`config.mk`:
```
export PLATFORM = sky130hd
export DESIGN_NAME = bcdt_div
export DESIGN_NICKNAME = d
export VERILOG_FILES = /design/src/rtl/bcdt_pkg.sv /design/src/rtl/bcdt_div.sv
export SDC_FILE = /design/constraint.sdc
export NUM_CORES = 1
export LEC_CHECK = 0
export BUFFER_PORTS_ARGS = -buffer_cell sky130_fd_sc_hd__buf_2
export CORE_UTILIZATION = 45
export CTS_BUF_LIST = sky130_fd_sc_hd__clkbuf_16
export CTS_CLUSTER_DIAMETER = 80
export DETAILED_ROUTE_END_ITERATION = 8
export GPL_TIMING_DRIVEN = 0
export MAX_ROUTING_LAYER = met4
export PLACE_DENSITY = 0.68
export SYNTH_ARGS = -nofsm -noshare
export SYNTH_HDL_FRONTEND = slang
export SYNTH_SLANG_ARGS = --single-unit
```
`constraint.sdc`:
```
create_clock -name i_clk -period 2.5 [get_ports i_clk]
set_input_delay 0.375 -clock i_clk [delete_from_list [all_inputs] [get_ports i_clk]]
set_output_delay 0.375 -clock i_clk [all_outputs]
set_load 0.02 [all_outputs]
```
`src/rtl/bcdt_pkg.sv`:
```
// ----------------------------------------------------------------------------
// bcdt_pkg
// Shared constants and types of the bucket column distribution table.
// ----------------------------------------------------------------------------
package bcdt_pkg;

    localparam int MAX_COLUMNS_DEF     = 64;
    localparam int MAX_BUCKET_BITS_DEF = 12;

    localparam int BUCKET_ID_W = 64;
    localparam int COLUMN_W    = 6;
    localparam int CFG_INDEX_W = 8;
    localparam int CFG_DATA_W  = 7;
    localparam int COL_COUNT_W = 7;
    localparam int BKT_BITS_W  = 4;

    localparam logic [CFG_INDEX_W-1:0] REG_COLUMN_COUNT = 8'd0;
    localparam logic [CFG_INDEX_W-1:0] REG_BUCKET_BITS  = 8'd1;

    localparam logic [COL_COUNT_W-1:0] COLUMN_COUNT_RST = 7'd1;
    localparam logic [BKT_BITS_W-1:0]  BUCKET_BITS_RST  = 4'd12;

    typedef enum logic [3:0] {
        S_IDLE,
        S_CLEAR,
        S_MNEXT,
        S_DIV,
        S_QUOTA,
        S_WRD,
        S_WQ,
        S_WWR,
        S_LOOK
    } t_state;

endpackage

```
`src/rtl/bcdt_div.sv`:
```
// ----------------------------------------------------------------------------
// bcdt_div
// Restoring divider that takes the bucket count by a column count, one
// quotient bit per cycle.
// ----------------------------------------------------------------------------
module bcdt_div #(
    parameter int MAX_COLUMNS     = bcdt_pkg::MAX_COLUMNS_DEF,
    parameter int MAX_BUCKET_BITS = bcdt_pkg::MAX_BUCKET_BITS_DEF,
    localparam int CNW = $clog2(MAX_COLUMNS + 1),
    localparam int BBW = $clog2(MAX_BUCKET_BITS + 1),
    localparam int NB  = MAX_BUCKET_BITS + 1,
    localparam int CTW = $clog2(NB + 1)
) (
    input  logic            i_clk,
    input  logic            i_rst_n,
    input  logic            i_start,
    input  logic [BBW-1:0]  i_bits,
    input  logic [CNW-1:0]  i_divisor,
    output logic            o_done,
    output logic [NB-1:0]   o_quo,
    output logic [CNW-1:0]  o_rem
);

    logic            r_busy, n_busy;
    logic            r_done, n_done;
    logic [CTW-1:0]  r_cnt, n_cnt;
    logic [NB-1:0]   r_quo, n_quo;
    logic [CNW-1:0]  r_rem, n_rem;
    logic [CNW-1:0]  r_div, n_div;
    logic [CNW:0]    trial;
    logic [CNW:0]    diff;
    logic            qbit;

    always_comb begin
        trial  = {r_rem, r_quo[NB-1]};
        diff   = trial - {1'b0, r_div};
        qbit   = (trial >= {1'b0, r_div});
        n_busy = r_busy;
        n_done = 1'b0;
        n_cnt  = r_cnt;
        n_quo  = r_quo;
        n_rem  = r_rem;
        n_div  = r_div;
        if (i_start) begin
            n_busy = 1'b1;
            n_cnt  = CTW'(NB);
            n_quo  = NB'(1) << i_bits;
            n_rem  = '0;
            n_div  = i_divisor;
        end else if (r_busy) begin
            n_quo = {r_quo[NB-2:0], qbit};
            n_rem = qbit ? diff[CNW-1:0] : trial[CNW-1:0];
            n_cnt = r_cnt - CTW'(1);
            if (r_cnt == CTW'(1)) begin
                n_busy = 1'b0;
                n_done = 1'b1;
            end
        end
    end

    always_ff @(posedge i_clk) begin
        if (!i_rst_n) begin
            r_busy <= 1'b0;
            r_done <= 1'b0;
            r_cnt  <= '0;
        end else begin
            r_busy <= n_busy;
            r_done <= n_done;
            r_cnt  <= n_cnt;
        end
    end

    always_ff @(posedge i_clk) begin
        r_quo <= n_quo;
        r_rem <= n_rem;
        r_div <= n_div;
    end

    assign o_done = r_done;
    assign o_quo  = r_quo;
    assign o_rem  = r_rem;

endmodule

```
Yosys cells after proc, flatten, opt, wreduce, memory -nomap -nowiden
Cells that the tools add are included.
{"block": "word_totals", "input_bits": 14, "word_cells": 26, "ff_bits": 33, "output_inout_bits": 21}
{"block": "classes", "n_bitwise": 2, "n_shift": 1, "addsub": 2, "reduce_logical": 3, "order_cmp": 1, "muxes": 9, "eq_ne": 1}
{"cell": "two-way mux 13 bit", "count": 2}
{"cell": "<< shifter 1 x 4 -> 13 bit, first input constant", "count": 1}
{"cell": "greater-or-equal comparator 8 x 7 -> 1 bit", "count": 1}
{"cell": "two-way mux 4 bit", "count": 2}
{"cell": "two-way mux 7 bit", "count": 1}
{"cell": "subtractor 7 bit", "count": 1}
{"cell": "equality test 4 x 1 -> 1 bit, second input constant", "count": 1}
{"cell": "two-way mux 1 bit", "count": 4}
{"cell": "subtractor 4 x 1 -> 4 bit, second input constant", "count": 1}
{"cell": "OR reduction 3 bit", "count": 1}
{"cell": "NOT 1 bit", "count": 2}
{"cell": "nonzero test 2 bit", "count": 1}
{"cell": "OR reduction 2 bit", "count": 1}

Depth between registers and ports, before layout
Gate-level depths: netlist (run 1).
{"block": "logic_depth", "depth_word": 4, "ltp_mapped": 8, "depth_no_buf": 7}

Worst setup path before layout (run 1)
No wires, ideal clock.
{"block": "synth_path", "kind": "register to register", "from": "reg r_quo[12] (netlist: o_quo[12])", "to": "reg r_rem[3] (netlist: o_rem[3])", "arrival_time_ns": 1.934, "setup_ns": 0.130, "required_time_ns": 2.370, "path_stages_with_launch": 8, "synth_period_minus_slack_ns": 2.064, "path_buffers": 0, "setup_slack_ns": 0.436, "path_cell_list": "edfxtp_1 inv_1 ha_1 fa_1 nand2b_1 a211o_1 a41oi_1 o31ai_1"}
{"block": "synth_via", "elab_chain_len": 2, "word_cells_on_any_way": 3, "classes_between": "add/sub (1); order compare (1); mux (1)"}
{"element": "start: declaration", "line_no": "bcdt_div.sv:27", "text": "logic [NB-1:0] r_quo, n_quo;"}
{"element": "start signal: assignment", "line_no": "bcdt_div.sv:74", "text": "r_quo <= n_quo;"}
{"element": "subtractor 7 bit or greater-or-equal comparator 8 x 7 -> 1 bit (tied branches)", "line_no": "bcdt_div.sv:36, bcdt_div.sv:37"}
{"element": "two-way mux 7 bit *", "line_no": "bcdt_div.sv:52", "text": "n_rem = qbit ? diff[CNW-1:0] : trial[CNW-1:0];"}
{"element": "end signal: assignment", "line_no": "bcdt_div.sv:75", "text": "r_rem <= n_rem;"}
{"element": "end: declaration", "line_no": "bcdt_div.sv:28", "text": "logic [CNW-1:0] r_rem, n_rem;"}
Every way passes the cells marked *; elsewhere a longest branch is shown, timed or not.
A chain may end at the register's enable or synchronous reset.

Worst setup path in the final report (run 1)
{"block": "layout_path", "from": "reg r_quo[12] (netlist: o_quo[12])", "to": "reg r_rem[2] (netlist: o_rem[2])"}
The elaborated chain is that of the path after synthesis.

==> results.sh, run 1 <==
export IMPL_status="finished clean"
export IMPL_place_area_mm2=0.00216
export IMPL_fin_nets=267
export IMPL_tritoncts="done"
export IMPL_cts_setup_buffers=0
export IMPL_rsz0062_at_grt="no"
export IMPL_worst_pin_slew_ns=0.434
export IMPL_netlist_instances=202
export IMPL_die_y_um=67.4
export IMPL_io_pins=35
export IMPL_tns_ns=0
export IMPL_core_area_mm2=0.00406
export IMPL_p_per_area_mw_per_mm2=727
export IMPL_max_stage_delay_ns=0.43
export IMPL_clock_sinks=33
export IMPL_max_slew_margin_rel=0.703
export IMPL_clockRootBuffer="clkbuf_16"
export IMPL_die_w_um=67.4
export IMPL_yosysUniqueCellTypes=46
export IMPL_grt_pass1_wl_um=6550
export IMPL_finalPower_mw=1.70
export IMPL_finalClockSkew_ns=0.00394
export IMPL_syn_nets=226
export IMPL_holdWs_ns=0.269
export IMPL_rows=23
export IMPL_cp_arrival_ns=2.41
export IMPL_cp_slowest_cell="a211oi_1"
export IMPL_n_fill_cell=355
export IMPL_p_leak_nw=0.967
export IMPL_yosysWarningCount=0
export IMPL_required_ns=2.69
export IMPL_drv_cap=0
export IMPL_grt_max_degree=14
export IMPL_routed_wirelength_um=4090
export IMPL_gp_congestion=0.813
export IMPL_cp_top_family="compound AO/OA/AOI/OAI gates"
export IMPL_cts_buffers=5
export IMPL_end_kind="flop"
export IMPL_multi_input_area_um2=931
export IMPL_regArea_um2=861
export IMPL_final_antenna_net_count=0
export IMPL_crit_type="reg -> reg"
export IMPL_cts_htree_levels=2
export IMPL_cts_resized=0
export IMPL_grt_pass1_vias=1391
export IMPL_numPortBuffers=34
export IMPL_grt_usage=0.204
export IMPL_yosysTopAreaCell="edfxtp_1"
export IMPL_yosys_top_cells_count="inv_1, edfxtp_1, nor2_1, o21ai_0, dfxtp_1"
export IMPL_dp_hpwl_um=2900
export IMPL_syn_area_mm2=0.00192
export IMPL_cp_max_fo=5
export IMPL_yosysMostFrequentCell="inv_1"
export IMPL_layout_drive_gt1_share=0.225
export IMPL_firstDrtPassIters=4
export IMPL_fin_crit_ns=2.22
export IMPL_setup_viol=0
export IMPL_postSynthAreaPerCell_um2=9.53
export IMPL_design_area_mm2=0.00234
export IMPL_gr_total_overflow=0
export IMPL_drc=0
export IMPL_critical_path_cell_chain="inv_1, ha_1, fa_1, nand2b_1, a211oi_1, o311ai_1, a311oi_1"
export IMPL_wl_per_cell_um=13.9
export IMPL_synth_edf_count=20
export IMPL_ys_ff_latch=33
export IMPL_clk_path_buf_depth=2
export IMPL_synth_top_cell_area_share=0.312
export IMPL_antenna_found_initial=0
export IMPL_max_freq_ghz=0.450
export IMPL_irDropWorstVdd_uv=448
export IMPL_start_util=0.474
export IMPL_viasPerCell=5.37
export IMPL_hold_buffers=0
export IMPL_syn2layout_area_growth_pct=21.7
export IMPL_period_share=0.889
export IMPL_synth_top_flop_cell="edfxtp_1"
export IMPL_vias=1579
export IMPL_ys_seq_area_frac=0.447
export IMPL_crit_buf_inv=1
export IMPL_drt_iter0_drc=142
export IMPL_finalHoldViolations=0
export IMPL_synth_area_leaders="edfxtp_1, dfxtp_1, ha_1, inv_1, o21ai_0"
export IMPL_drv_slew=0
export IMPL_synthArstFlopShare=0
export IMPL_hold_class="in -> reg"
export IMPL_antenna_diode_count=0
export IMPL_cp_start_kind="flop"
export IMPL_cts_clk_slew_worst_paths_ns=0.06
export IMPL_die_area_mm2=0.00454
export IMPL_insertion_delay_ns=0.28
==> worst reg2reg max path, stage by stage (launching register included) <==
cell	delay [ns]
edfxtp_1	0.36
inv_1	0.05
ha_1	0.21
fa_1	0.40
nand2b_1	0.24
a211oi_1	0.43
o311ai_1	0.17
a311oi_1	0.27
==> placed cells by master (no fill, tap or decap), types with 6 or more instances in the layout <==
master	Yosys	layout
nor2_1	14	14
buf_2	3	37
nand3_1	11	11
clkbuf_16	0	6
edfxtp_1	20	20
ha_1	9	9
nor3b_1	6	6
dfxtp_1	13	13
nand2b_1	10	10
o21ai_0	14	14
inv_1	24	24
nand4_1	7	7
nand2_1	8	8
==> metrics by stage <==
stage,setup slack (ns),std cells,utilization
floorplan,0.436,202,-
global placement,0.413,286,0.532
detailed placement,0.378,286,0.532
CTS,0.312,294,0.577
global route,0.121,294,0.577
finish,0.276,294,0.577
==> cell type report <==
cell class	instances	area share
repair buffers	34	0.0726
plain buffers	10	0.0182
clock buffers	6	0.0641
multi-input cells	135	0.397
well taps	50	0.0267
inverters	24	0.0385
flip-flops and latches	33	0.368
clock inverters	2	0.0150
==> flip-flops by register name (all words and copies together), names as in the netlist <==
signal	cells
o_rem	7
o_quo	13
r_busy	1
r_cnt	4
r_div	7
o_done	1
==> logic make-up after synthesis <==
logic type               synth area share
XOR/XNOR                           0.0228
AO/OA/AOI/OAI                       0.164
flip-flops                          0.447
buffers and inverters              0.0689
AND/OR/NAND/NOR                     0.228
adder cells (fa/ha/maj)            0.0689
==> path summary, 6_finish.rpt <==
| kind | startpoint | endpoint | slack (ns) | cells after the start |
|---|---|---|---|---|
| max | o_quo[12] | o_rem[2] | 0.28 | 7 |
| min | i_divisor[6] | r_div[6] | 0.27 | 1 |
| max reg2reg | o_quo[12] | o_rem[2] | 0.28 | 7 |
| min reg2reg | r_cnt[1] | r_cnt[1] | 0.51 | 2 |
==> per-layer routing <==
metal  vias to the layer above  share of wire  GRT usage
met4                         0          0.011     0.0665
met3                         5          0.034     0.0507
li1                        806              -          -
met5                         -              0          -
met1                       734           0.50      0.284
met2                        34           0.45      0.288
==> where the power goes <==
part	leakage (nW)	internal (mW)	total, mW	switching (mW)
sequential	0.314	0.627	0.654	0.0266
clock	0.0920	0.529	0.764	0.235
combinational	0.561	0.111	0.285	0.174
(Power assumes the default switching activity.)
==> inputs of run 2 (changes only) <==
--- a/config.mk
+++ b/config.mk
@@ -9,3 +9,3 @@
 export CORE_UTILIZATION = 45
-export CTS_BUF_LIST = sky130_fd_sc_hd__clkbuf_16
+export CTS_BUF_LIST = sky130_fd_sc_hd__clkbuf_4 sky130_fd_sc_hd__clkbuf_8
 export CTS_CLUSTER_DIAMETER = 80
==> constraint.sdc (replaced) <==
create_clock -name i_clk -period 2.5 [get_ports i_clk]
set_input_delay 0.625 -clock i_clk [delete_from_list [all_inputs] [get_ports i_clk]]
set_output_delay 0.625 -clock i_clk [all_outputs]
set_load 0.02 [all_outputs]
==> results.sh, run 2 (synthesis results as in run 1) <==
export IMPL_antenna_found_initial=0
export IMPL_cp_max_fo=5
export IMPL_viasPerCell=5.36
export IMPL_layout_cells_non_filler=294
export IMPL_die_w_um=67.4
export IMPL_start_util=0.474
export IMPL_firstDrtPassIters=4
export IMPL_post_place_ws_ns=0.378
export IMPL_drv_cap=0
export IMPL_cts_resized=0
export IMPL_finalPower_mw=1.54
export IMPL_finalClockSkew_ns=0.00884
export IMPL_dp_hpwl_um=2900
export IMPL_cts_buffers=5
export IMPL_cts_htree_levels=2
export IMPL_place_area_mm2=0.00216
export IMPL_n_fill_cell=362
export IMPL_clock_sinks=33
export IMPL_hold_buffers=0
export IMPL_p_per_area_mw_per_mm2=672
export IMPL_tritoncts="done"
export IMPL_max_freq_ghz=0.449
export IMPL_irDropWorstVdd_uv=357
export IMPL_max_slew_margin_rel=0.704
export IMPL_io_pins=35
export IMPL_worst_slack_ns=0.272
export IMPL_final_cell_mix="buf_2, inv_1, edfxtp_1, o21ai_0, nor2_1"
export IMPL_clk_path_buf_depth=2
export IMPL_hold_class="reg -> reg"
export IMPL_fin_nets=267
export IMPL_placedCellCount=286
export IMPL_grt_usage=0.201
export IMPL_final_antenna_net_count=0
export IMPL_cp_start_kind="flop"
export IMPL_cts_setup_buffers=0
export IMPL_layout_drive_gt1_share=0.225
export IMPL_design_area_mm2=0.00229
export IMPL_drv_slew=0
export IMPL_end_kind="flop"
export IMPL_gr_total_overflow=0
export IMPL_rsz0062_at_grt="no"
export IMPL_p_leak_nw=0.943
export IMPL_drc=0
export IMPL_setup_viol=0
export IMPL_largest_reg_flops=13
export IMPL_cts_clk_slew_worst_paths_ns=0.08
export IMPL_wl_per_cell_um=13.9
export IMPL_tns_ns=0
export IMPL_drt_iter0_drc=107
export IMPL_holdWs_ns=0.507
export IMPL_die_area_mm2=0.00454
export IMPL_grt_max_degree=14
export IMPL_worst_pin_slew_ns=0.432
export IMPL_status="finished clean"
export IMPL_die_y_um=67.4
export IMPL_numPortBuffers=34
export IMPL_grt_pass1_vias=1413
export IMPL_grt_pass1_wl_um=6560
export IMPL_core_area_mm2=0.00406
export IMPL_gp_congestion=0.813
export IMPL_rows=23
export IMPL_finalHoldViolations=0
export IMPL_required_ns=2.68
export IMPL_layout_commonest_cell="buf_2"
export IMPL_antenna_diode_count=0
export IMPL_period_share=0.891
export IMPL_insertion_delay_ns=0.28
export IMPL_clockRootBuffer="clkbuf_8"
export IMPL_cp_arrival_ns=2.41
export IMPL_syn2layout_area_growth_pct=19.1
export IMPL_utilization=0.565
export IMPL_routed_wirelength_um=4100
export IMPL_fin_crit_ns=2.23
export IMPL_vias=1577
export IMPL_crit_type="reg -> reg"
==> run 2: cell types whose count changed in the layout (fill, tap and decap cells not counted), sizes merged <==
cell	before	now
bufinv	1	2
clkbuf	9	8
==> run 2: routing by layer <==
layer | global-route usage | vias to the layer above | part of all wire
li1 | - | 807 | -
met2 | 0.291 | 37 | 0.45
met4 | 0.0691 | 0 | 0.0073
met5 | - | - | 0
met1 | 0.279 | 731 | 0.51
met3 | 0.0372 | 2 | 0.036
==> run 2: path summary, 6_finish.rpt <==
check	end	startpoint	cells past startpoint	slack [ns]
setup / recovery	o_rem[0]	o_quo[12]	7	0.27
hold / removal	r_cnt[1]	r_cnt[1]	2	0.51
setup reg to reg	o_rem[0]	o_quo[12]	7	0.27
hold reg to reg	r_cnt[1]	r_cnt[1]	2	0.51
==> run 2: critical path, stage by stage, from the launching register on <==
cell and delay [ns]:
edfxtp_1 0.36, inv_1 0.05, ha_1 0.22, fa_1 0.39, nand2b_1 0.24, a211oi_1 0.44, nor3_2 0.16, o311ai_2 0.27
==> run 2: report_power, final <==
part,switching (mW),internal (mW)
registers,0.0263,0.626
clock network,0.204,0.396
logic,0.175,0.110
total,0.405,1.13
==> run 2: cell type report <==
class / count / area (um2) / area share
Multi-Input combinational cell: 135 / 931 / 0.406
Inverter: 24 / 90.1 / 0.0393
Buffer: 10 / 42.5 / 0.0186
Timing Repair Buffer: 34 / 170 / 0.0743
Sequential cell: 33 / 861 / 0.376
Clock inverter: 3 / 65.1 / 0.0284
Clock buffer: 5 / 68.8 / 0.0300
Tap cell: 50 / 62.6 / 0.0273
