**config.mk**
```make
export PLATFORM = sky130hd
export DESIGN_NAME = bcdt_cfg
export DESIGN_NICKNAME = d
export VERILOG_FILES = /design/src/rtl/bcdt_pkg.sv /design/src/rtl/bcdt_cfg.sv
export SDC_FILE = /design/constraint.sdc
export NUM_CORES = 1
export LEC_CHECK = 0
export BUFFER_PORTS_ARGS = -buffer_cell sky130_fd_sc_hd__buf_2
export CORE_MARGIN = 2
export CORE_UTILIZATION = 38
export CTS_CLUSTER_DIAMETER = 80
export DETAILED_ROUTE_END_ITERATION = 10
export GPL_TIMING_DRIVEN = 1
export MAX_ROUTING_LAYER = met4
export PLACE_DENSITY = 0.8
export SYNTH_ARGS = -nofsm -noshare
export SYNTH_HDL_FRONTEND = slang
export SYNTH_SLANG_ARGS = --single-unit
```
**constraint.sdc**
```tcl
create_clock -name i_clk -period 1.5 [get_ports i_clk]
set_clock_uncertainty 0.2 [all_clocks]
set_input_delay 0.225 -clock i_clk [delete_from_list [all_inputs] [get_ports i_clk]]
set_output_delay 0.225 -clock i_clk [all_outputs]
set_load 0.05 [all_outputs]
```
**src/rtl/bcdt_pkg.sv**
```systemverilog
// ----------------------------------------------------------------------------
// bcdt_pkg
// Shared constants and types of the bucket column distribution table.
// ----------------------------------------------------------------------------
package bcdt_pkg;

    localparam int MAX_COLUMNS_DEF     = 64;
    localparam int MAX_BUCKET_BITS_DEF = 12;

    localparam int BUCKET_ID_W = 64;
    localparam int COLUMN_W    = 6;
    localparam int CFG_INDEX_W = 8;
    localparam int CFG_DATA_W  = 7;
    localparam int COL_COUNT_W = 7;
    localparam int BKT_BITS_W  = 4;

    localparam logic [CFG_INDEX_W-1:0] REG_COLUMN_COUNT = 8'd0;
    localparam logic [CFG_INDEX_W-1:0] REG_BUCKET_BITS  = 8'd1;

    localparam logic [COL_COUNT_W-1:0] COLUMN_COUNT_RST = 7'd1;
    localparam logic [BKT_BITS_W-1:0]  BUCKET_BITS_RST  = 4'd12;

    typedef enum logic [3:0] {
        S_IDLE,
        S_CLEAR,
        S_MNEXT,
        S_DIV,
        S_QUOTA,
        S_WRD,
        S_WQ,
        S_WWR,
        S_LOOK
    } t_state;

endpackage

```
**src/rtl/bcdt_cfg.sv**
```systemverilog
// ----------------------------------------------------------------------------
// bcdt_cfg
// Configuration registers, with the column count and bucket bits brought
// into their usable ranges.
// ----------------------------------------------------------------------------
module bcdt_cfg #(
    parameter int MAX_COLUMNS     = bcdt_pkg::MAX_COLUMNS_DEF,
    parameter int MAX_BUCKET_BITS = bcdt_pkg::MAX_BUCKET_BITS_DEF,
    localparam int CNW = $clog2(MAX_COLUMNS + 1),
    localparam int BBW = $clog2(MAX_BUCKET_BITS + 1)
) (
    input  logic                              i_clk,
    input  logic                              i_rst_n,
    input  logic                              i_cfg_valid,
    input  logic [bcdt_pkg::CFG_INDEX_W-1:0]  i_cfg_index,
    input  logic [bcdt_pkg::CFG_DATA_W-1:0]   i_cfg_data,
    output logic                              o_cfg_ready,
    output logic [CNW-1:0]                    o_eff_cols,
    output logic [BBW-1:0]                    o_eff_bits
);

    logic [bcdt_pkg::COL_COUNT_W-1:0] r_column_count, n_column_count;
    logic [bcdt_pkg::BKT_BITS_W-1:0]  r_bucket_bits,  n_bucket_bits;
    logic [31:0]                      cols_wide;

    assign o_cfg_ready = 1'b1;

    always_comb begin
        n_column_count = r_column_count;
        n_bucket_bits  = r_bucket_bits;
        if (i_cfg_valid) begin
            unique case (i_cfg_index)
                bcdt_pkg::REG_COLUMN_COUNT: begin
                    n_column_count = i_cfg_data[bcdt_pkg::COL_COUNT_W-1:0];
                end
                bcdt_pkg::REG_BUCKET_BITS: begin
                    n_bucket_bits = i_cfg_data[bcdt_pkg::BKT_BITS_W-1:0];
                end
                default: begin
                end
            endcase
        end
    end

    always_ff @(posedge i_clk) begin
        if (!i_rst_n) begin
            r_column_count <= bcdt_pkg::COLUMN_COUNT_RST;
            r_bucket_bits  <= bcdt_pkg::BUCKET_BITS_RST;
        end else begin
            r_column_count <= n_column_count;
            r_bucket_bits  <= n_bucket_bits;
        end
    end

    always_comb begin
        cols_wide = 32'(r_column_count);
        if (cols_wide == 32'd0) begin
            cols_wide = 32'd1;
        end
        if (cols_wide > 32'(MAX_COLUMNS)) begin
            cols_wide = 32'(MAX_COLUMNS);
        end
        o_eff_cols = cols_wide[CNW-1:0];
        if (32'(r_bucket_bits) > 32'(MAX_BUCKET_BITS)) begin
            o_eff_bits = BBW'(MAX_BUCKET_BITS);
        end else begin
            o_eff_bits = BBW'(r_bucket_bits);
        end
    end

endmodule

```
# Word level (Yosys, flattened, before mapping)
# Cells that the tools add are included.
# word_totals
register_bits,11
input_bits,18
output_inout_bits,12
word_cells,12
# op_classes
order_cmp,2
eq_ne,1
mux,3
reduce_logical,4
# ops
cell,n
"32-bit by 7-bit greater-than comparator with 1-bit output, second input constant",1
7-bit 2-to-1 mux,2
"8-bit by 1-bit equality test with 1-bit output, second input constant",1
8-bit zero test,1
7-bit zero test,1
"4-bit greater-than comparator, second input constant",1
4-bit 2-to-1 mux,1
2-bit AND reduction,2

# Logic depth before layout (Yosys ltp)
# Gate-level depths: netlist of the first run.
# depth
ltp_word,4
depth_mapped,3
depth_no_buf,3

# Least setup slack after synthesis of the first run
# OpenSTA, ideal clock, no wires.
# synth_path
path_type,register to output
from,reg r_bucket_bits[3] in the netlist's numbering
to,out o_eff_bits[0]
arrival_time_ps,1451
required_ps,1075
setup_slack_ps,-376
stages_incl_launch_ff,2
n_path_buf,0
path_cell_list,dfxtp_1 -> a21boi_0
# synth_between
elab_chain_cells,2
# synth_rtl
element,line,text
from (decl),bcdt_cfg.sv:23,"logic [bcdt_pkg::BKT_BITS_W-1:0] r_bucket_bits, n_bucket_bits;"
from (signal assigned),bcdt_cfg.sv:48,r_bucket_bits <= bcdt_pkg::BUCKET_BITS_RST;
from (signal assigned),bcdt_cfg.sv:51,r_bucket_bits <= n_bucket_bits;
4-bit greater-than comparator,bcdt_cfg.sv:64,if (32'(r_bucket_bits) > 32'(MAX_BUCKET_BITS)) begin
4-bit 2-to-1 mux,bcdt_cfg.sv:64,
to (decl),bcdt_cfg.sv:19,output logic [BBW-1:0] o_eff_bits
# No other way between the ends.

# Worst setup path after layout of the first run
# layout_path
from,reg r_column_count[1] in the netlist's numbering
to,out o_eff_cols[0]
# layout_between
elab_chain_cells,4
# layout_rtl
element,line,text
from (decl),bcdt_cfg.sv:22,"logic [bcdt_pkg::COL_COUNT_W-1:0] r_column_count, n_column_count;"
from (signal assigned),bcdt_cfg.sv:47,r_column_count <= bcdt_pkg::COLUMN_COUNT_RST;
from (signal assigned),bcdt_cfg.sv:50,r_column_count <= n_column_count;
7-bit zero test,bcdt_cfg.sv:57,if (cols_wide == 32'd0) begin
7-bit 2-to-1 mux (*),bcdt_cfg.sv:57,
32-bit by 7-bit greater-than comparator with 1-bit output,bcdt_cfg.sv:60,if (cols_wide > 32'(MAX_COLUMNS)) begin
7-bit 2-to-1 mux (*),bcdt_cfg.sv:60,
to (decl),bcdt_cfg.sv:18,"output logic [CNW-1:0] o_eff_cols,"
# Mark *: on every way between the ends. The rest lies on a longest branch, timed or not.

==> results_dict.tcl, run 1 <==
set metrics [dict create \
    outcome "finished with violations" \
    violations "hold timing, setup timing" \
    cts.htree.levels 1 \
    min_to "r_column_count[6]$_SDFFE_PN0P_" \
    drive_above_1_share 0.4681 \
    start_kind "flip-flop" \
    rsz0062_at_grt "true" \
    yosysUniqueCellTypes 15 \
    async_flop_share 0 \
    drc 0 \
    yosys_warnings 0 \
    synth_area_per_cell_um2 8.777 \
    antenna_found_initial 0 \
    maxCapViolations 0 \
    synth_top_area_cell "dfxtp_1" \
    die_area_mm2 0.001853 \
    firstDrtPassIters 4 \
    overflow 0 \
    syn-instance-count 66 \
    powerDensity_mw_per_mm2 667.6 \
    cts_tree "yes" \
    setup_viol 1 \
    grt_use_total 0.1473 \
    whs_path_depth 3 \
    synth.most_common_cell "nand2_1" \
    place_ws_ns -0.2220 \
    hold_violations 1 \
    startpoint "r_column_count[1]$_SDFFE_PN0P_" \
    timing.rr.start "r_column_count[6]$_SDFFE_PN0P_" \
    netlist_top_cells_count "nand2_1 (15), dfxtp_1 (11), mux2i_1 (11), nor2b_1 (11), clkbuf_1 (5)" \
    critPathMaxFanout 3 \
    timing.final.crit_period_ns 1.554 \
    drt_first_iter_violations 7 \
    hold_class "primary input to flip-flop" \
    die_w_um 43.05 \
    numCtsBuffers 3 \
    cts_num_sinks 11 \
    synthDominantCellAreaShare 0.3801 \
    synthFlopType "dfxtp_1" \
    port_buffers 28 \
    floorplan.initialDensity 0.3937 \
    synth_nets 84 \
    dp_hpwl_um 922.7 \
    vias 525 \
    die_h_um 43.05 \
    clkTransAtPathRegs_ns 0.07 \
    endpoint_kind "primary output" \
    ir_worst_vdd_mv 0.4900 \
    synth_edf_count 0 \
    synth_area_um2 579.3 \
    synth_seq_area_share 0.3801 \
    fp-row-count 14 \
    cts-root-buf "clkbuf_4" \
    area_growth_pct 41.68 \
    leakage_uw 0.0003502 \
    reg2reg_depth 2 \
    crit_type "flip-flop to primary output" \
    via_per_inst 4.773 \
    layout_setup_ws_ns -0.05359 \
    synth-seq-cells 11 \
    fillers 136 \
    clockBufferDepth 2 \
    io_pins 30 \
    first_global_vias 480 \
    max_freq_ghz 0.6437 \
    clk_latency_ns 0.27 \
    hold_start "i_cfg_data[6]" \
    grt_max_degree 22 \
    maxSlewViolCount 0 \
    ant_nets 0 \
    r2r_setup_slack_ns 0.64 \
    hold_ws_ns -0.0001904 \
    core_area_mm2 0.001471 \
    nNetsFinal 113 \
    final_util 0.5578 \
    r2r_end "r_column_count[6]$_SDFFE_PN0P_" \
    worstPathRequired_ns 1.07 \
    cp.arrival_ns 1.13 \
    place.gp.congestion 0.7305 \
    wirelength_um 1217 \
    diodes 0 \
    post_cts_buffers 0 \
    grt_pass1_wl_um 1959 \
    fin_crit_sh 1.036 \
    synthTopCellsByArea "dfxtp_1 (38%), mux2i_1 (19%), nor2b_1 (12%), nand2_1 (9.7%), nor3_4 (5.6%)" \
    wl_per_cell_um 11.06 \
]
## power by group
part           leakage (uW)  internal, uW  switching, uW
clock             0.0000150           103           95.1
combinational      0.000244          28.0           29.4
sequential        0.0000908           292          0.388
## through the flow
stage / TNS, ns / hold WS, ns / instances / cell area (um2) / total power (uW)
2_1_floorplan: -1.049 / 0.1671 / 66 / 585.6 / 328.9
3_5_place_dp: -2.224 / 0.2517 / 105 / 739.5 / 353.3
5_1_grt: -0.1245 / 0.003359 / 110 / 820.8 / 574.2
4_1_cts: -0.06633 / 0.0002023 / 110 / 792.0 / 554.6
6_report: -0.05359 / -0.0001904 / 110 / 820.8 / 548.0
3_3_place_gp: -1.974 / 0.2481 / 105 / 739.5 / 352.1
## worst max-delay path by stage
stage | depth (start not counted) | to | slack, ns
after detailed placement | 5 | r_column_count[2]$_SDFFE_PN0P_ | -0.22
final | 4 | o_eff_cols[0] | -0.05
after CTS | 4 | o_eff_cols[0] | -0.06
after floorplan | 3 | r_column_count[0]$_SDFFE_PN1P_ | -0.13
after global routing | 4 | o_eff_cols[0] | -0.12
after global placement | 5 | r_column_count[4]$_SDFFE_PN0P_ | -0.19
## registers in the layout, summed over array words and instances (netlist names)
register,count
r_column_count,7
r_bucket_bits,4
## logic make-up after synthesis
logic type / Yosys count / synth area share
AND/OR/NAND/NOR: 33 / 0.3369
buffers and inverters: 7 / 0.05184
multiplexers: 11 / 0.1901
AO/OA/AOI/OAI: 3 / 0.03454
flip-flops: 11 / 0.3801
other: 1 / 0.006473
## cells in the final DEF, fill, tap and decap left out, types with 2 or more instances in the layout
master,netlist,routed
buf_2,0,21
buf_4,1,3
nor2b_1,11,11
nand2_1,15,15
dfxtp_2,0,4
buf_6,0,2
clkbuf_4,0,5
nor3_4,2,3
dfxtp_1,11,7
mux2i_1,11,11
## layer usage
layer	global-route usage	wire, um
met5	-	0
met4	0.05455	26
met3	0.05532	88
met2	0.2576	619
met1	0.1488	482
## timing repair
action,4_1_cts,5_1_grt
pin swaps,2,3
endpoints found under the hold margin,1,0
resized for setup,6,11
hold buffers,1,0
setup endpoints to repair,3,9
## worst max-delay path, cell delays in order, from the launching register on
cell	delay (ns)
dfxtp_2	0.34
nor3_4	0.19
a21oi_2	0.08
nor2_2	0.09
buf_6	0.16
## area by class of cell
| type | count | area (um2) | area share |
|---|---|---|---|
| multi-input combinational | 48 | 350.3 | 0.4268 |
| clock buffer | 4 | 26.28 | 0.03201 |
| tap | 16 | 20.02 | 0.02439 |
| timing repair buffer | 30 | 195.2 | 0.2378 |
| sequential | 11 | 225.2 | 0.2744 |
| inverter | 1 | 3.754 | 0.004573 |
Power figures use the tool's default switching activity.
==> run 2, diff against run 1 <==
RECOVER_POWER = 25   (was default)
==> run 2 against run 1 <==
The flow finishes with violations (setup timing). Core utilization decreased by 0.43 points. Non-clock buffer count unchanged. Die area unchanged. Register-to-register slack about the same. Combinational power decreased by 3%.
==> results_dict.tcl, run 2 (synthesis gave the netlist of run 1 again) <==
set metrics [dict create \
    drt_first_iter_violations 7 \
    final_cell_mix "buf_2 (19), nand2_1 (15), nor2b_1 (11), mux2i_1 (11), dfxtp_1 (7)" \
    crit_buf_inv 1 \
    grt_max_degree 22 \
    worstPathRequired_ns 1.07 \
    slowest_delay_ns 0.34 \
    cts_tree "yes" \
    leakage_uw 0.0003511 \
    hold_ws_ns 0.00003289 \
    outcome "finished with violations" \
    drc 0 \
    maxCapViolations 0 \
    rsz0062_at_grt "true" \
    maxSlewViolCount 0 \
    vias 523 \
    crit_slowest_cell "dfxtp_2" \
    crit_type "flip-flop to primary output" \
    wirelength_um 1219 \
    hold_violations 0 \
    cp-endpoint "o_eff_cols[0]" \
    p_comb_frac 0.102 \
    clk_latency_ns 0.27 \
    diodes 0 \
    antenna_found_initial 0 \
    numCtsBuffers 3 \
    crit_cells 4 \
    die_area_mm2 0.001853 \
    endpoint_kind "primary output" \
    netSwitchingFraction 0.2287 \
    r2r_setup_slack_ns 0.63 \
    startpoint "r_column_count[1]$_SDFFE_PN0P_" \
    r2r_end "r_column_count[6]$_SDFFE_PN0P_" \
    p_clk_frac 0.363 \
    violations "setup timing" \
    crit_family "flip-flops" \
    port_buffers 28 \
    ant_nets 0 \
    die_h_um 43.05 \
    p_seq_frac 0.535 \
    hold_class "primary input to flip-flop" \
    overflow 0 \
    largestRegisters "r_column_count: 7 flops, r_bucket_bits: 4 flops" \
    grt_pass1_wl_um 1959 \
    timing.rr.start "r_column_count[6]$_SDFFE_PN0P_" \
    p_int_uw 421.6 \
    total_power_uw 546.6 \
    nNetsFinal 113 \
    max_freq_ghz 0.6443 \
    drive_above_1_share 0.4681 \
    critPathMaxFanout 3 \
    timing.final.crit_period_ns 1.552 \
    cp.arrival_ns 1.13 \
    cts.htree.levels 1 \
    p_switching_uw 125.0 \
    clkTransAtPathRegs_ns 0.07 \
    dp_hpwl_um 922.7 \
    ir_worst_vdd_mv 0.4901 \
    powerDensity_mw_per_mm2 671.0 \
    cts_num_sinks 11 \
    fillers 138 \
    die_w_um 43.05 \
    fin_crit_sh 1.035 \
    grt_use_total 0.1473 \
    start_kind "flip-flop" \
    layout_commonest_cell "buf_2" \
    firstDrtPassIters 4 \
    layout_setup_ws_ns -0.05200 \
    first_global_vias 480 \
    wl_per_cell_um 11.08 \
    clockBufferDepth 2 \
    place.gp.congestion 0.7305 \
    reg2reg_depth 2 \
    largest_reg_flops 7 \
    area_growth_pct 40.60 \
    floorplan.initialDensity 0.3937 \
    largest-register "r_column_count" \
    cts-root-buf "clkbuf_4" \
    setup_viol 1 \
    worstPathCellList "nor3_4, a21oi_2, nor2_2, buf_6" \
    fp-row-count 14 \
    core_area_mm2 0.001471 \
    io_pins 30 \
    via_per_inst 4.755 \
]
run 2: cell count changes in the layout (fill, tap and decap cells not counted), sizes merged:
| cell | before | now |
|---|---|---|
| buf | 27 | 24 |
| clkbuf | 6 | 9 |
run 2: power groups by stage:
stage	Sequential, uW	Clock [uW]	Combinational, uW
finish	293	198	55.8
global route	292	220	60.2
CTS	292	206	56.3
detailed placement	299	0	54.0
global placement	299	0	52.8
floorplan	299	0	29.7
run 2: final cells by class:
| cell class | count | area [um2] | share of cell area |
|---|---|---|---|
| Tap cell | 16 | 20.02 | 0.02458 |
| Multi-Input combinational cell | 48 | 350.3 | 0.4301 |
| Timing Repair Buffer | 30 | 188.9 | 0.2320 |
| Sequential cell | 11 | 225.2 | 0.2765 |
| Inverter | 1 | 3.754 | 0.004608 |
| Clock buffer | 4 | 26.28 | 0.03226 |
run 2: worst min path at each step:
stage | start | endpoint | slack, ns | cells after the start
after floorplan | i_cfg_data[0] | r_bucket_bits[0]$_SDFFE_PN0P_ | 0.17 | 2
after global placement | r_bucket_bits[1]$_SDFFE_PN0P_ | r_bucket_bits[1]$_SDFFE_PN0P_ | 0.25 | 2
after detailed placement | r_bucket_bits[0]$_SDFFE_PN0P_ | r_bucket_bits[0]$_SDFFE_PN0P_ | 0.25 | 2
after CTS | i_cfg_data[5] | r_column_count[5]$_SDFFE_PN0P_ | 0.0002 | 3
after global routing | i_cfg_data[5] | r_column_count[5]$_SDFFE_PN0P_ | 0.003 | 3
final | i_cfg_data[6] | r_column_count[6]$_SDFFE_PN0P_ | 0.00003 | 3
run 2: what timing repair did:
item | in CTS | in global routing
endpoints found under the setup margin | 3 | 9
endpoints found under the hold margin | 1 | 0
setup buffers | 0 | 0
resized for setup | 6 | 11
hold buffers | 1 | 0
gates cloned | 0 | 0
pin swaps | 2 | 3
run 2: tightest hold or removal path, delay by kind of cell:
kind | cells | cell delay (ns)
mux | 1 | 0.06
simple gates | 1 | 0.05
buf+inv | 1 | 0.09
run 2: routing by layer:
metal,track usage,vias to the layer above,part of all wire
met1,0.1488,225,0.40
met3,0.05532,5,0.071
met4,0.05455,0,0.021
met5,-,-,0
met2,0.2576,20,0.50
li1,-,273,-
run 2: metrics by stage:
stage	utilization	TNS (ns)	std cells	setup WS, ns	area, um2
final	0.5536	-0.05200	110	-0.05200	814.5
after detailed placement	0.5026	-2.224	105	-0.2220	739.5
after floorplan	-	-1.049	66	-0.1348	585.6
after global placement	0.5026	-1.974	105	-0.1882	739.5
after global routing	0.5536	-0.1245	110	-0.1245	814.5
after CTS	0.5383	-0.06633	110	-0.06007	792.0
==> run 3, diff against run 2 <==
PLACE_DENSITY = default   (was 0.8)
PLACE_DENSITY_LB_ADDON = 0.08   (was default)
==> run 3 against run 2 <==
The flow still finishes with violations (setup timing). Wire length shrank 1.1%. Design area grew 1.4%. Total power grew 1.5%. Fmax shrank 0.35%. Critical path type unchanged. Critical endpoint unchanged.
==> results_dict.tcl, run 3 (synthesis gave the netlist of run 1 again) <==
set metrics [dict create \
    outcome "finished with violations" \
    violations "setup timing" \
    clockBufferDepth 2 \
    clk_latency_ns 0.27 \
    netSwitchingFraction 0.2308 \
    powerDensity_mw_per_mm2 671.5 \
    setup_viol 1 \
    leakage_uw 0.0003510 \
    place.gp.congestion 0.7128 \
    wirelength_um 1205 \
    io_pins 30 \
    worstPathCellList "nor3_2, a21oi_2, nor2_2, buf_6" \
    p_switching_uw 128.0 \
    dp_hpwl_um 870.2 \
    cts-root-buf "clkbuf_4" \
    ant_nets 0 \
    wl_per_cell_um 10.66 \
    endpoint_kind "primary output" \
    cts.htree.levels 1 \
    cts_num_sinks 11 \
    setup_tns_ns -0.05753 \
    p_seq_frac 0.527 \
    grt_pass1_wl_um 1980 \
    clkTransAtPathRegs_ns 0.07 \
    port_buffers 28 \
    drc 0 \
    p_comb_frac 0.109 \
    via_per_inst 4.814 \
    p_clk_frac 0.363 \
    worstPathRequired_ns 1.07 \
    whs_path_depth 3 \
    layout_commonest_cell "buf_2" \
    post_cts_buffers 0 \
    overflow 0 \
    p_int_uw 426.5 \
    firstDrtPassIters 2 \
    largest_reg_flops 7 \
    max_freq_ghz 0.6420 \
    maxSlewViolCount 0 \
    fillers 138 \
    layout_setup_ws_ns -0.05753 \
    die_w_um 43.05 \
    grt_max_degree 22 \
    crit_cells 4 \
    rsz0062_at_grt "true" \
    ir_worst_vdd_mv 0.3869 \
    critPathMaxFanout 3 \
    diodes 0 \
    crit_family "flip-flops" \
    floorplan.initialDensity 0.3937 \
    vias 544 \
    fp-row-count 14 \
    largestRegisters "r_column_count: 7 flops, r_bucket_bits: 4 flops" \
    regArea_um2 224.0 \
    final_util 0.5612 \
    slowest_delay_ns 0.34 \
    drive_above_1_share 0.4433 \
    core_area_mm2 0.001471 \
    numCtsBuffers 3 \
    crit_type "flip-flop to primary output" \
    drt_first_iter_violations 2 \
    area_growth_pct 42.55 \
    hold_violations 0 \
    cp.arrival_ns 1.13 \
    timing.final.crit_period_ns 1.558 \
    nNetsFinal 116 \
    reg2reg_depth 2 \
    multi_input_area_um2 337.8 \
    hold_class "primary input to flip-flop" \
    final_cell_mix "buf_2 (22), nand2_1 (15), nor2b_1 (11), mux2i_1 (11), dfxtp_1 (8)" \
    cts_tree "yes" \
    die_area_mm2 0.001853 \
    antenna_found_initial 0 \
    crit_slowest_cell "dfxtp_2" \
    first_global_vias 495 \
    grt_use_total 0.1512 \
    maxCapViolations 0 \
    start_kind "flip-flop" \
    die_h_um 43.05 \
    largest-register "r_column_count" \
    fin_crit_sh 1.038 \
    crit_buf_inv 1 \
]
## run 3: cell count changes in the layout (fill, tap and decap cells not counted)
cell | before | now
clkbuf_4 | 5 | 6
dlygate4sd3_1 | 1 | 4
nor3_2 | 0 | 2
clkbuf_2 | 3 | 2
buf_2 | 19 | 22
buf_4 | 3 | 0
dfxtp_2 | 4 | 3
nor3_4 | 3 | 1
dfxtp_1 | 7 | 8
## run 3: cell type report
| type | instances | area share |
|---|---|---|
| Timing Repair Buffer | 33 | 0.2591 |
| Multi-Input combinational cell | 48 | 0.4091 |
| Tap cell | 16 | 0.02424 |
| Clock buffer | 4 | 0.03182 |
| Sequential cell | 11 | 0.2712 |
| Inverter | 1 | 0.004545 |
## run 3: final timing paths
| check | from | endpoint | slack (ns) |
|---|---|---|---|
| max reg2reg | r_column_count[6]$_SDFFE_PN0P_ | r_column_count[6]$_SDFFE_PN0P_ | 0.65 |
| min reg2reg | r_bucket_bits[1]$_SDFFE_PN0P_ | r_bucket_bits[1]$_SDFFE_PN0P_ | 0.26 |
| min | i_cfg_data[2] | r_column_count[2]$_SDFFE_PN0P_ | 0.01 |
| max | r_column_count[3]$_SDFFE_PN0P_ | o_eff_cols[0] | -0.06 |
## run 3: routing by layer
layer,wire [um],share of wire,track usage,up-vias
met1,491,0.41,0.1522,249
met4,19,0.016,0.07273,0
met5,0,0,-,-
met3,87,0.072,0.05106,3
met2,606,0.50,0.2606,20
li1,-,-,-,272
## run 3: stage by stage
step | hold WS, ns | instance area, um2 | instances | power (uW) | setup WS, ns
6_report | 0.01003 | 825.8 | 113 | 554.5 | -0.05753
5_1_grt | 0.006062 | 825.8 | 113 | 591.2 | -0.1160
3_5_place_dp | 0.2553 | 739.5 | 105 | 353.0 | -0.2170
4_1_cts | 0.005310 | 808.3 | 112 | 564.8 | -0.05339
2_1_floorplan | 0.1671 | 585.6 | 66 | 328.9 | -0.1348
3_3_place_gp | 0.2452 | 739.5 | 105 | 351.9 | -0.2081
## run 3: worst reg2reg max path, stage by stage (launching register included)
cell and delay, ns:
dfxtp_2 0.40, nand2_1 0.07, mux2i_1 0.11
## run 3: power groups by stage
stage / Sequential, uW / Combinational [uW] / Clock, uW
after global routing: 292 / 66.6 / 232
after detailed placement: 299 / 53.7 / 0
after global placement: 299 / 52.7 / 0
after CTS: 292 / 59.9 / 213
final: 292 / 60.7 / 201
after floorplan: 299 / 29.7 / 0
## run 3: timing repair
action                                  in CTS  in global routing
endpoints found under the setup margin       1                  8
gates resized for setup                      4                  6
hold endpoints to repair                     3                  1
pin swaps                                    2                  1
hold buffers                                 3                  1
